--- src/odcs_pkg.sv ---
// ----------------------------------------------------------------------------
// Overdraw count statistics package
// Widths, limits, bucket codes and the bucket selection function shared by
// the converter, the top level and the checker.
// ----------------------------------------------------------------------------
package odcs_pkg;

  // Field widths.
  localparam int HALF_W      = 16;
  localparam int COUNT_W     = 16;
  localparam int SUM_W       = 40;
  localparam int CNT_W       = 25;
  localparam int NUM_BUCKETS = 8;
  localparam int BKT_IDX_W   = 3;
  localparam int OUT_DATA_W  = 304;
  localparam int OUT_USED_W  = COUNT_W + SUM_W + CNT_W + COUNT_W + NUM_BUCKETS * CNT_W;

  // Pixel counter limit: the smaller of the image size and the field range.
  localparam longint MAX_PIXELS    = 16777216;
  localparam longint CNT_FIELD_MAX = (64'd1 << CNT_W) - 1;
  localparam logic [CNT_W-1:0] CNT_CAP =
    CNT_W'((MAX_PIXELS < CNT_FIELD_MAX) ? MAX_PIXELS : CNT_FIELD_MAX);
  localparam logic [SUM_W-1:0]   SUM_MAX   = '1;
  localparam logic [COUNT_W-1:0] COUNT_MAX = '1;

  // Largest count a finite binary16 word can produce.
  localparam logic [COUNT_W-1:0] COUNT_FINITE_MAX = 16'd65504;

  // Exponent landmarks of binary16 for the integer conversion.
  localparam logic [4:0] EXP_SPECIAL    = 5'd31;
  localparam logic [4:0] EXP_INT_SHIFT  = 5'd25;
  localparam logic [4:0] EXP_MIN_ROUND  = 5'd14;

  // Histogram bucket codes.
  localparam logic [BKT_IDX_W-1:0] BKT_ONE     = 3'd0;
  localparam logic [BKT_IDX_W-1:0] BKT_TWO     = 3'd1;
  localparam logic [BKT_IDX_W-1:0] BKT_THREE   = 3'd2;
  localparam logic [BKT_IDX_W-1:0] BKT_FOUR    = 3'd3;
  localparam logic [BKT_IDX_W-1:0] BKT_UPTO8   = 3'd4;
  localparam logic [BKT_IDX_W-1:0] BKT_UPTO16  = 3'd5;
  localparam logic [BKT_IDX_W-1:0] BKT_UPTO32  = 3'd6;
  localparam logic [BKT_IDX_W-1:0] BKT_ABOVE   = 3'd7;

  // Select the histogram bucket of a nonzero count.
  function automatic logic [BKT_IDX_W-1:0] bucket_of(input logic [COUNT_W-1:0] n);
    logic [BKT_IDX_W-1:0] b;
    if (n == 16'd1) begin
      b = BKT_ONE;
    end else if (n == 16'd2) begin
      b = BKT_TWO;
    end else if (n == 16'd3) begin
      b = BKT_THREE;
    end else if (n == 16'd4) begin
      b = BKT_FOUR;
    end else if (n <= 16'd8) begin
      b = BKT_UPTO8;
    end else if (n <= 16'd16) begin
      b = BKT_UPTO16;
    end else if (n <= 16'd32) begin
      b = BKT_UPTO32;
    end else begin
      b = BKT_ABOVE;
    end
    return b;
  endfunction

endpackage

--- src/odcs_half_conv.sv ---
// ----------------------------------------------------------------------------
// Overdraw count statistics: binary16 to count converter
// Rounds a binary16 word half away from zero to an unsigned count; words
// that are negative, non-finite or below one half give zero.
// ----------------------------------------------------------------------------
module odcs_half_conv
  import odcs_pkg::*;
(
  input  logic [HALF_W-1:0]  half_bits,
  output logic [COUNT_W-1:0] count
);

  logic             sign;
  logic [4:0]       expo;
  logic [10:0]      sig;
  logic [16:0]      sig_ext;
  logic [4:0]       up_amt;
  logic [4:0]       dn_amt;
  logic [16:0]      up_val;
  logic [16:0]      dn_val;
  logic [16:0]      wide;

  assign sign    = half_bits[15];
  assign expo    = half_bits[14:10];
  assign sig     = {1'b1, half_bits[9:0]};
  assign sig_ext = {6'd0, sig};

  // Shift amounts relative to the integer point of the significand.
  assign up_amt = expo - EXP_INT_SHIFT;
  assign dn_amt = EXP_INT_SHIFT - expo;

  // Large exponents shift left exactly; smaller ones add a half and shift right.
  assign up_val = sig_ext << up_amt[2:0];
  assign dn_val = (sig_ext + (17'd1 << (dn_amt[3:0] - 4'd1))) >> dn_amt[3:0];

  always_comb begin
    if (sign || expo == EXP_SPECIAL || expo < EXP_MIN_ROUND) begin
      wide = '0;
    end else if (expo >= EXP_INT_SHIFT) begin
      wide = up_val;
    end else begin
      wide = dn_val;
    end
  end

  // Clamp to the count range.
  assign count = wide[16] ? COUNT_MAX : wide[COUNT_W-1:0];

endmodule

--- src/overdraw_count_statistics.sv ---
// ----------------------------------------------------------------------------
// Overdraw count statistics
// Converts per-pixel binary16 overdraw counts and keeps running image
// statistics: fragment sum, covered pixels, maximum and an 8-bucket histogram.
// ----------------------------------------------------------------------------
// The block takes one pixel word per cycle, while results are taken, and
// returns one result per pixel. The word is captured in the input register
// at the accepting edge, and its result loads the result register when
// that register is empty or being taken. The accumulators are
// updated in the same cycle that the result register loads, so one pixel per
// cycle is sustained as long as results are taken; while the result waits,
// one more pixel may still enter the input register. A pixel sent with
// in_tlast high gets a result that includes it, and the statistics restart
// from zero with the next pixel. Counters saturate instead of wrapping.
module overdraw_count_statistics
  import odcs_pkg::*;
(
  input  logic                  clk,
  input  logic                  rst_n,
  input  logic                  in_tvalid,
  output logic                  in_tready,
  input  logic [HALF_W-1:0]     in_tdata,   // [15:0] half_bits
  input  logic                  in_tlast,   // last_of_image
  output logic                  out_tvalid,
  input  logic                  out_tready,
  // out_tdata, from bit 0: pixel_count, fragment_total, covered_total,
  // max_seen, bucket_one, bucket_two, bucket_three, bucket_four,
  // bucket_upto_eight, bucket_upto_sixteen, bucket_upto_thirtytwo,
  // bucket_above, zero padding
  output logic [OUT_DATA_W-1:0] out_tdata
);

  logic                  in_valid_r;
  logic [HALF_W-1:0]     in_half_r;
  logic                  in_last_r;
  logic                  out_valid_r;
  logic [OUT_DATA_W-1:0] out_data_r;
  logic [OUT_DATA_W-1:0] out_data_nxt;

  logic [SUM_W-1:0]      sum_r;
  logic [CNT_W-1:0]      covered_r;
  logic [COUNT_W-1:0]    max_r;
  logic [CNT_W-1:0]      bucket_r [NUM_BUCKETS];
  logic [SUM_W-1:0]      sum_nxt;
  logic [CNT_W-1:0]      covered_nxt;
  logic [COUNT_W-1:0]    max_nxt;
  logic [CNT_W-1:0]      bucket_nxt [NUM_BUCKETS];

  logic                  advance;
  logic                  in_fire;
  logic [COUNT_W-1:0]    count;
  logic                  nonzero;
  logic [BKT_IDX_W-1:0]  bkt;
  logic [SUM_W:0]        sum_wide;
  logic [CNT_W*NUM_BUCKETS-1:0] bucket_flat;

  // Handshake: the result register frees when empty or being taken.
  assign advance   = in_valid_r && (!out_valid_r || out_tready);
  assign in_tready = !in_valid_r || advance;
  assign in_fire   = in_tvalid && in_tready;

  // Input register.
  always_ff @(posedge clk) begin
    if (!rst_n) begin
      in_valid_r <= 1'b0;
    end else if (in_tready) begin
      in_valid_r <= in_tvalid;
    end
  end

  always_ff @(posedge clk) begin
    if (in_fire) begin
      in_half_r <= in_tdata;
      in_last_r <= in_tlast;
    end
  end

  // Conversion of the registered word.
  odcs_half_conv u_conv (
    .half_bits (in_half_r),
    .count     (count)
  );

  assign nonzero  = count != '0;
  assign bkt      = bucket_of(count);
  assign sum_wide = {1'b0, sum_r} + {{(SUM_W + 1 - COUNT_W){1'b0}}, count};

  // Statistics including this pixel.
  always_comb begin
    sum_nxt     = sum_r;
    covered_nxt = covered_r;
    max_nxt     = max_r;
    for (int i = 0; i < NUM_BUCKETS; i++) begin
      bucket_nxt[i] = bucket_r[i];
    end
    if (nonzero) begin
      sum_nxt     = sum_wide[SUM_W] ? SUM_MAX : sum_wide[SUM_W-1:0];
      covered_nxt = (covered_r >= CNT_CAP) ? CNT_CAP : covered_r + 1'b1;
      max_nxt     = (count > max_r) ? count : max_r;
      for (int i = 0; i < NUM_BUCKETS; i++) begin
        if (bkt == BKT_IDX_W'(i)) begin
          bucket_nxt[i] = (bucket_r[i] >= CNT_CAP) ? CNT_CAP : bucket_r[i] + 1'b1;
        end
      end
    end
  end

  // Pack the result word.
  always_comb begin
    for (int i = 0; i < NUM_BUCKETS; i++) begin
      bucket_flat[i*CNT_W +: CNT_W] = bucket_nxt[i];
    end
    out_data_nxt = {{(OUT_DATA_W - OUT_USED_W){1'b0}},
                    bucket_flat, max_nxt, covered_nxt, sum_nxt, count};
  end

  // Accumulators: load the updated values, or clear after the last pixel.
  always_ff @(posedge clk) begin
    if (!rst_n) begin
      sum_r     <= '0;
      covered_r <= '0;
      max_r     <= '0;
      for (int i = 0; i < NUM_BUCKETS; i++) begin
        bucket_r[i] <= '0;
      end
    end else if (advance) begin
      if (in_last_r) begin
        sum_r     <= '0;
        covered_r <= '0;
        max_r     <= '0;
        for (int i = 0; i < NUM_BUCKETS; i++) begin
          bucket_r[i] <= '0;
        end
      end else begin
        sum_r     <= sum_nxt;
        covered_r <= covered_nxt;
        max_r     <= max_nxt;
        for (int i = 0; i < NUM_BUCKETS; i++) begin
          bucket_r[i] <= bucket_nxt[i];
        end
      end
    end
  end

  // Result register.
  always_ff @(posedge clk) begin
    if (!rst_n) begin
      out_valid_r <= 1'b0;
    end else if (advance) begin
      out_valid_r <= 1'b1;
    end else if (out_tready) begin
      out_valid_r <= 1'b0;
    end
  end

  always_ff @(posedge clk) begin
    if (advance) begin
      out_data_r <= out_data_nxt;
    end
  end

  assign out_tvalid = out_valid_r;
  assign out_tdata  = out_data_r;

endmodule

--- config.mk ---
export PLATFORM = sky130hd
export DESIGN_NAME = overdraw_count_statistics
export DESIGN_NICKNAME = d
export VERILOG_FILES = /design/src/odcs_pkg.sv /design/src/odcs_half_conv.sv /design/src/overdraw_count_statistics.sv
export SDC_FILE = /design/constraint.sdc
export NUM_CORES = 1
export LEC_CHECK = 0
export ABC_AREA = 0
export BUFFER_PORTS_ARGS = -buffer_cell sky130_fd_sc_hd__buf_2
export CAP_MARGIN = 20
export CORE_MARGIN = 2
export CORE_UTILIZATION = 64
export DETAILED_ROUTE_END_ITERATION = 8
export PLACE_DENSITY = 0.93
export SYNTH_ARGS = -nofsm -noshare
export SYNTH_HDL_FRONTEND = slang
export SYNTH_HIERARCHICAL = 1
export SYNTH_SLANG_ARGS = --single-unit
--- constraint.sdc ---
create_clock -name clk -period 25.8 [get_ports clk]
set_input_delay 2.58 -clock clk [delete_from_list [all_inputs] [get_ports clk]]
set_output_delay 2.58 -clock clk [all_outputs]
set_load 0.05 [all_outputs]
Word-level counts from Yosys, hierarchy flattened --
Memories as Yosys holds them, arrays and structs flattened. Index checks and enable logic that the tools add are counted.
Storage, ports and cells: flip-flop bits (word level) 397, bits in latches 0, bits in writable memories 200, ROM bits 0, input port bits 21, output and inout port bits 306, logic and storage cells 143, memories kept 1
Cells by class: add/sub/neg operators 14, $mul 0, divide/modulo/power cells 0, magnitude comparators 15, equal/unequal tests 12, shifts and indexed selects 3, muxes and demuxes 63, bitwise logic cells 16, reductions and logical operators 11
Memories:
- bucket_r | words 8, bits a word 25, read ports 8, clocked after Yosys merged registers in 0, wr ports 8, RTL line overdraw_count_statistics.sv:43 | logic [CNT_W-1:0] bucket_r [NUM_BUCKETS];
Operators by type and width (count):
- two-way mux 25 bit | 35
- adder 25 x 1 -> 25 bit, second input constant | 9
- >= comparator 25 bit, second input constant | 9
- two-way mux 200 bit | 1
- two-way mux 40 bit | 3
- two-way mux 16 bit | 4
- adder 40 x 16 -> 41 bit | 1
- two-way mux 17 bit | 2
- == test 16 x 2 -> 1 bit, second input constant | 2
- adder 11 x 17 -> 17 bit | 1
- << shifter 1 x 4 -> 17 bit, first input constant | 1
- << shifter 11 x 3 -> 17 bit | 1
- right shift 17 x 4 -> 17 bit | 1
- == test 16 x 1 -> 1 bit, second input constant | 1
- == test 16 x 3 -> 1 bit, second input constant | 1
- greater-than comparator 16 bit | 1
- <= comparator 16 x 4 -> 1 bit, second input constant | 1
- <= comparator 16 x 5 -> 1 bit, second input constant | 1
- <= comparator 16 x 6 -> 1 bit, second input constant | 1
- bitwise OR 1 bit | 16
- nonzero test 16 bit | 1
- == test 3 bit, second input constant | 4
- two-way mux 1 bit | 12
- two-way mux 3 bit | 4
- 14 further kinds | 21

Longest topological paths before layout --
depth in word-level cells 20, mapped depth 31, gate-level depth less buffers 27

By module --
The synthesis kept the hierarchy.
By module, submodules not included:
- overdraw_count_statistics | times used 1, cells each 2596, area an instance 28164.5 um2
- odcs_half_conv | times used 1, cells each 342, area an instance 2391.0 um2

Worst setup path after synthesis --
OpenSTA, ideal clock, no wires.
path kind input -> register, start point in out_tready, end point mem bucket_r[4][0] (netlist: bucket_r[1][0]) (enable), library setup time 0.434 ns, arrival time 11.611 ns, required time 25.366 ns, path slack 13.755 ns, cell stages on the path 6, path through nor2b_1 > nand2b_1 > inv_1 > nor2_1 > inv_1 > clkbuf_1
RTL lines:
- start, declared | RTL line overdraw_count_statistics.sv:25 | input logic out_tready,
- end, declared | RTL line overdraw_count_statistics.sv:43

Worst setup path after layout --
start point reg in_half_r[11], end point reg max_r[9]
On the way: cells in the longest elaborated chain, start to end 12, elaborated cells on any way between the ends 20, classes of those cells add/sub: 4; order compare: 3; eq/ne: 1; shift: 3; mux: 6; reduce/logical: 3
Ends and longest elaborated chain:
- start, declared | RTL line overdraw_count_statistics.sv:34 | logic [HALF_W-1:0] in_half_r;
- start signal, assigned | RTL line overdraw_count_statistics.sv:73 | in_half_r <= in_tdata;
- subtractor 4 bit | RTL line odcs_half_conv.sv:30 | assign dn_amt = EXP_INT_SHIFT - expo;
- subtractor 4 x 1 -> 4 bit | RTL line odcs_half_conv.sv:34 | assign dn_val = (sig_ext + (17'd1 << (dn_amt[3:0] - 4'd1))) >> dn_amt[3:0];
- << shifter 1 x 4 -> 17 bit | RTL line odcs_half_conv.sv:34
- adder 11 x 17 -> 17 bit | RTL line odcs_half_conv.sv:34
- right shift 17 x 4 -> 17 bit | RTL line odcs_half_conv.sv:34
- two-way mux 17 bit | RTL line odcs_half_conv.sv:39 | end else if (expo >= EXP_INT_SHIFT) begin
- two-way mux 17 bit (*) | RTL line odcs_half_conv.sv:37 | if (sign || expo == EXP_SPECIAL || expo < EXP_MIN_ROUND) begin
- two-way mux 16 bit (*) | RTL line odcs_half_conv.sv:47 | assign count = wide[16] ? COUNT_MAX : wide[COUNT_W-1:0];
- net count[8] | RTL line overdraw_count_statistics.sv:51 | logic [COUNT_W-1:0] count;
- greater-than comparator 16 bit | RTL line overdraw_count_statistics.sv:99 | max_nxt = (count > max_r) ? count : max_r;
- two-way mux 16 bit | RTL line overdraw_count_statistics.sv:99
- two-way mux 16 bit (*) | RTL line overdraw_count_statistics.sv:96 | if (nonzero) begin
- two-way mux 16 bit (*) | RTL line overdraw_count_statistics.sv:127 | if (in_last_r) begin
- end signal, assigned | RTL line overdraw_count_statistics.sv:137 | max_r <= max_nxt;
- end, declared | RTL line overdraw_count_statistics.sv:42 | logic [COUNT_W-1:0] max_r;
Mark *: on every way through the listed nets, which the timed path passes. The rest lies on a longest branch. A chain may end at the register's enable or synchronous reset.

==> reports/results.txt <==
Status = completed
Asr flop ratio synth = 0
Full die area = 0.0495 mm^2
Post-CTS setup buffer count = 0
Port bufs = 319
Total wire length = 81200 um
Final Cycle Share = 0.374
Share of cells above drive strength 1 = 0.159
Post-synth EDFFs = 489
First-pass GRT wire length = 127000 um
Post-Syn Instances = 2938
Most common cell in the netlist = edfxtp_1
Global Route Usage Sum = 0.320
Vias = 24.8k
Cells resized by post-CTS repair = 0
Rows = 80
Final-layout fill cell count = 3128
Vias in the first global route = 24.1k
WHS Path Cells = 2
Die Y = 223 um
Synth area leader = edfxtp_1
Leak pwr = 13.3 nW
Critical Path End Type = flip-flop
Final setup margin = 16150 ps
Wirelength per Cell = 20.9 um
DRC viols = 0
Ant. Diodes = 0
Clk_lat worst skew = 630 ps
Worst-path clk slew = 50 ps
Synth Warn # = 6
Avg Vias per Cell = 6.40
Commonest cells in the synthesized netlist = 489 x edfxtp_1, 400 x nor2_1, 307 x nand2_1
Distinct cells, synth = 98
Total net switching power = 0.679 mW
Nets@finish = 3305
Syn Std Cell Area = 0.0306 mm^2
Worst endpoint required time = 26340 ps
Final instance area = 0.0345 mm^2
Reg-to-reg slack, setup = 16150 ps
Synth top area cells = edfxtp_1 48%, dfxtp_1 7.1%, nor2_1 4.9%, nand2_1 3.8%, ha_1 2.8%
PwrDens = 68.2 mW/mm^2
Sw Ratio = 0.289
Syn-to-layout area delta = 12.8%
Top-area cell type share of the netlist area = 0.481
Dpl ws = 16380 ps
Initial antenna violation count = 0
Final Max Tran Viols = 0
CTS H-tree lvls = 2
Clock power share = 0.364
Hold Startpoint = max_r[11]$_SDFFE_PN0P_
Endpoint, Worst Hold = max_r[11]$_SDFFE_PN0P_
Clk sinks = 597
Number of synthesized register bits = 597
Global route overflow = 0
Crit-path max FO = 63
Clock Skew = 23.4 ps
TritonRoute pass-1 iters = 7
Worst slew margin = 0.180
Clk root buf = clkbuf_16
Post-synthesis sequential area ratio = 0.551
R2R depth = 24
Core area = 0.0474 mm^2
Final Wtd Congestion = 0.921
Gate power share = 0.153
CP Class = flip-flop to flip-flop
Avg Inst Size Synth = 10.4 um^2
Total CTS buffers = 60
Initial core utilization = 0.644
R2R Path End = max_r[9]$_SDFFE_PN0P_
Final Hold Vio Count = 0
Unrepaired setup endpoints after global routing = false
Part of the power in registers = 0.483
DRT antenna net count = 0
Largest net degree at the start of global routing = 183
Worst-Margin Slew = 1230 ps
Hpwl dp = 54500 um
DRT iter0 DRCs = 3053
VDD IR max = 0.0000579 V
Die X = 223 um
Worst R2R Start = in_half_r[11]$_DFFE_PP_
CTS tree = built
Hold-fix buffers, CTS = 0
Minimum clock period = 9650 ps
Setup Viol. Count Final = 0
Post-DP Area = 0.0325 mm^2
Main synth FF type = edfxtp_1
Power Internal = 1.67 mW
Hold/Removal Path Class = flip-flop to flip-flop
CP Launch Type = flip-flop
Max-cap violations = 0
Final setup TNS = 0 ps
Achievable Freq = 104 MHz
Clk buf depth = 3
Ports = 327
Worst EP arrival = 10190 ps
[through the flow]
| step | hold slack, ps | std cells | total power [mW] | util |
|---|---|---|---|---|
| 5_1_grt | 499 | 3878 | 2.42 | 0.727 |
| 6_report | 476 | 3878 | 2.35 | 0.727 |
| 3_5_place_dp | 468 | 3761 | 1.50 | 0.686 |
| 4_1_cts | 476 | 3873 | 2.35 | 0.726 |
| 2_1_floorplan | 442 | 2944 | 1.41 | - |
| 3_3_place_gp | 450 | 3760 | 1.49 | 0.685 |
[power by group through the flow]
| stage | logic, mW | registers [mW] | clock network, mW |
|---|---|---|---|
| after global placement | 0.341 | 1.15 | 0 |
| after detailed placement | 0.352 | 1.15 | 0 |
| after global routing | 0.381 | 1.14 | 0.896 |
| final | 0.360 | 1.14 | 0.856 |
| after CTS | 0.355 | 1.13 | 0.862 |
| after floorplan | 0.169 | 1.24 | 0 |
[state kept, by name (all words and copies together), names as in the netlist, 16 cells and up]
name       cells
bucket_r     200
in_half_r     16
max_r         16
sum_r         40
covered_r     25
out_tdata    297
[routing by layer]
metal | vias to the layer above | GRT usage | wire length [um]
met5 | - | 0 | 0
met2 | 1438 | 0.530 | 39000
met4 | 0 | 0.152 | 3940
met1 | 11900 | 0.405 | 30400
met3 | 282 | 0.0657 | 7840
li1 | 11200 | - | -
[kinds of logic after synthesis]
kind of cell,count (synthesis),share of synthesized area
xor gates and xnor gates,164,0.0476
and+or+nand+nor,1245,0.196
AOI/OAI and AO/OA,584,0.122
other,1,0.000123
buffers and inverters,220,0.0304
muxes,56,0.0226
adders and majority gates,71,0.0296
DFF,597,0.551
[placed cells by master, fill, tap and decap left out, types with 16 or more instances in the layout]
cell / instances
o2bb2ai_1: 22
o31ai_1: 17
a21oi_1: 144
or3_1: 16
nand3_1: 109
buf_4: 22
and4_1: 20
clkbuf_16: 62
dfxtp_1: 108
o21ai_0: 151
a22o_1: 23
nor3_1: 87
mux2i_1: 23
and2_1: 92
inv_1: 76
xor2_1: 96
xnor2_1: 67
mux2_2: 25
o22ai_1: 17
ha_1: 69
nor2_1: 398
clkbuf_1: 16
nand2_1: 306
and3_1: 63
o21ai_1: 28
a21o_1: 46
buf_2: 319
nand4_1: 57
edfxtp_1: 489
a31oi_1: 27
[how the worst max path moves through the flow]
stage                             from                           end  slack (ps)  depth (start not counted)
2_1_floorplan               out_tready  bucket_r[1][0]$_SDFFCE_PN0P_       13760                          6
3_3_place_gp   in_half_r[11]$_DFFE_PP_         max_r[9]$_SDFFE_PN0P_       16740                         24
3_5_place_dp   in_half_r[11]$_DFFE_PP_         max_r[0]$_SDFFE_PN0P_       16380                         24
4_1_cts        in_half_r[11]$_DFFE_PP_         max_r[0]$_SDFFE_PN0P_       16340                         24
5_1_grt        in_half_r[11]$_DFFE_PP_         max_r[2]$_SDFFE_PN0P_       15570                         24
6_report       in_half_r[11]$_DFFE_PP_         max_r[9]$_SDFFE_PN0P_       16150                         24
[worst max-delay path: stages, from the launching register on]
cell and delay [ps]:
edfxtp_1 320, buf_4 310, clkinv_1 620, ha_1 1140, xor2_1 290, nor2_1 220
and2_1 160, ha_1 220, inv_1 80, fa_1 410, nor2b_1 320, o31ai_1 110
a21oi_1 320, a21oi_1 220, xnor2_1 340, a211oi_1 140, or2_2 310, o31ai_1 880
nor4_2 160, and4_1 450, nand2_2 110, buf_4 600, nand2_1 600, nor3b_2 1000
o2bb2ai_1 180
[area by class of cell]
type	count	area (um^2)	area share
tap	615	769	0.0223
multi-input combinational	2127	12800	0.372
timing repair buffer	344	1800	0.0521
sequential	597	16800	0.489
clock buffer	80	1640	0.0475
clock inverter	32	273	0.00791
inverter	83	319	0.00925
No activity file was read; power rests on OpenSTA's default activity.
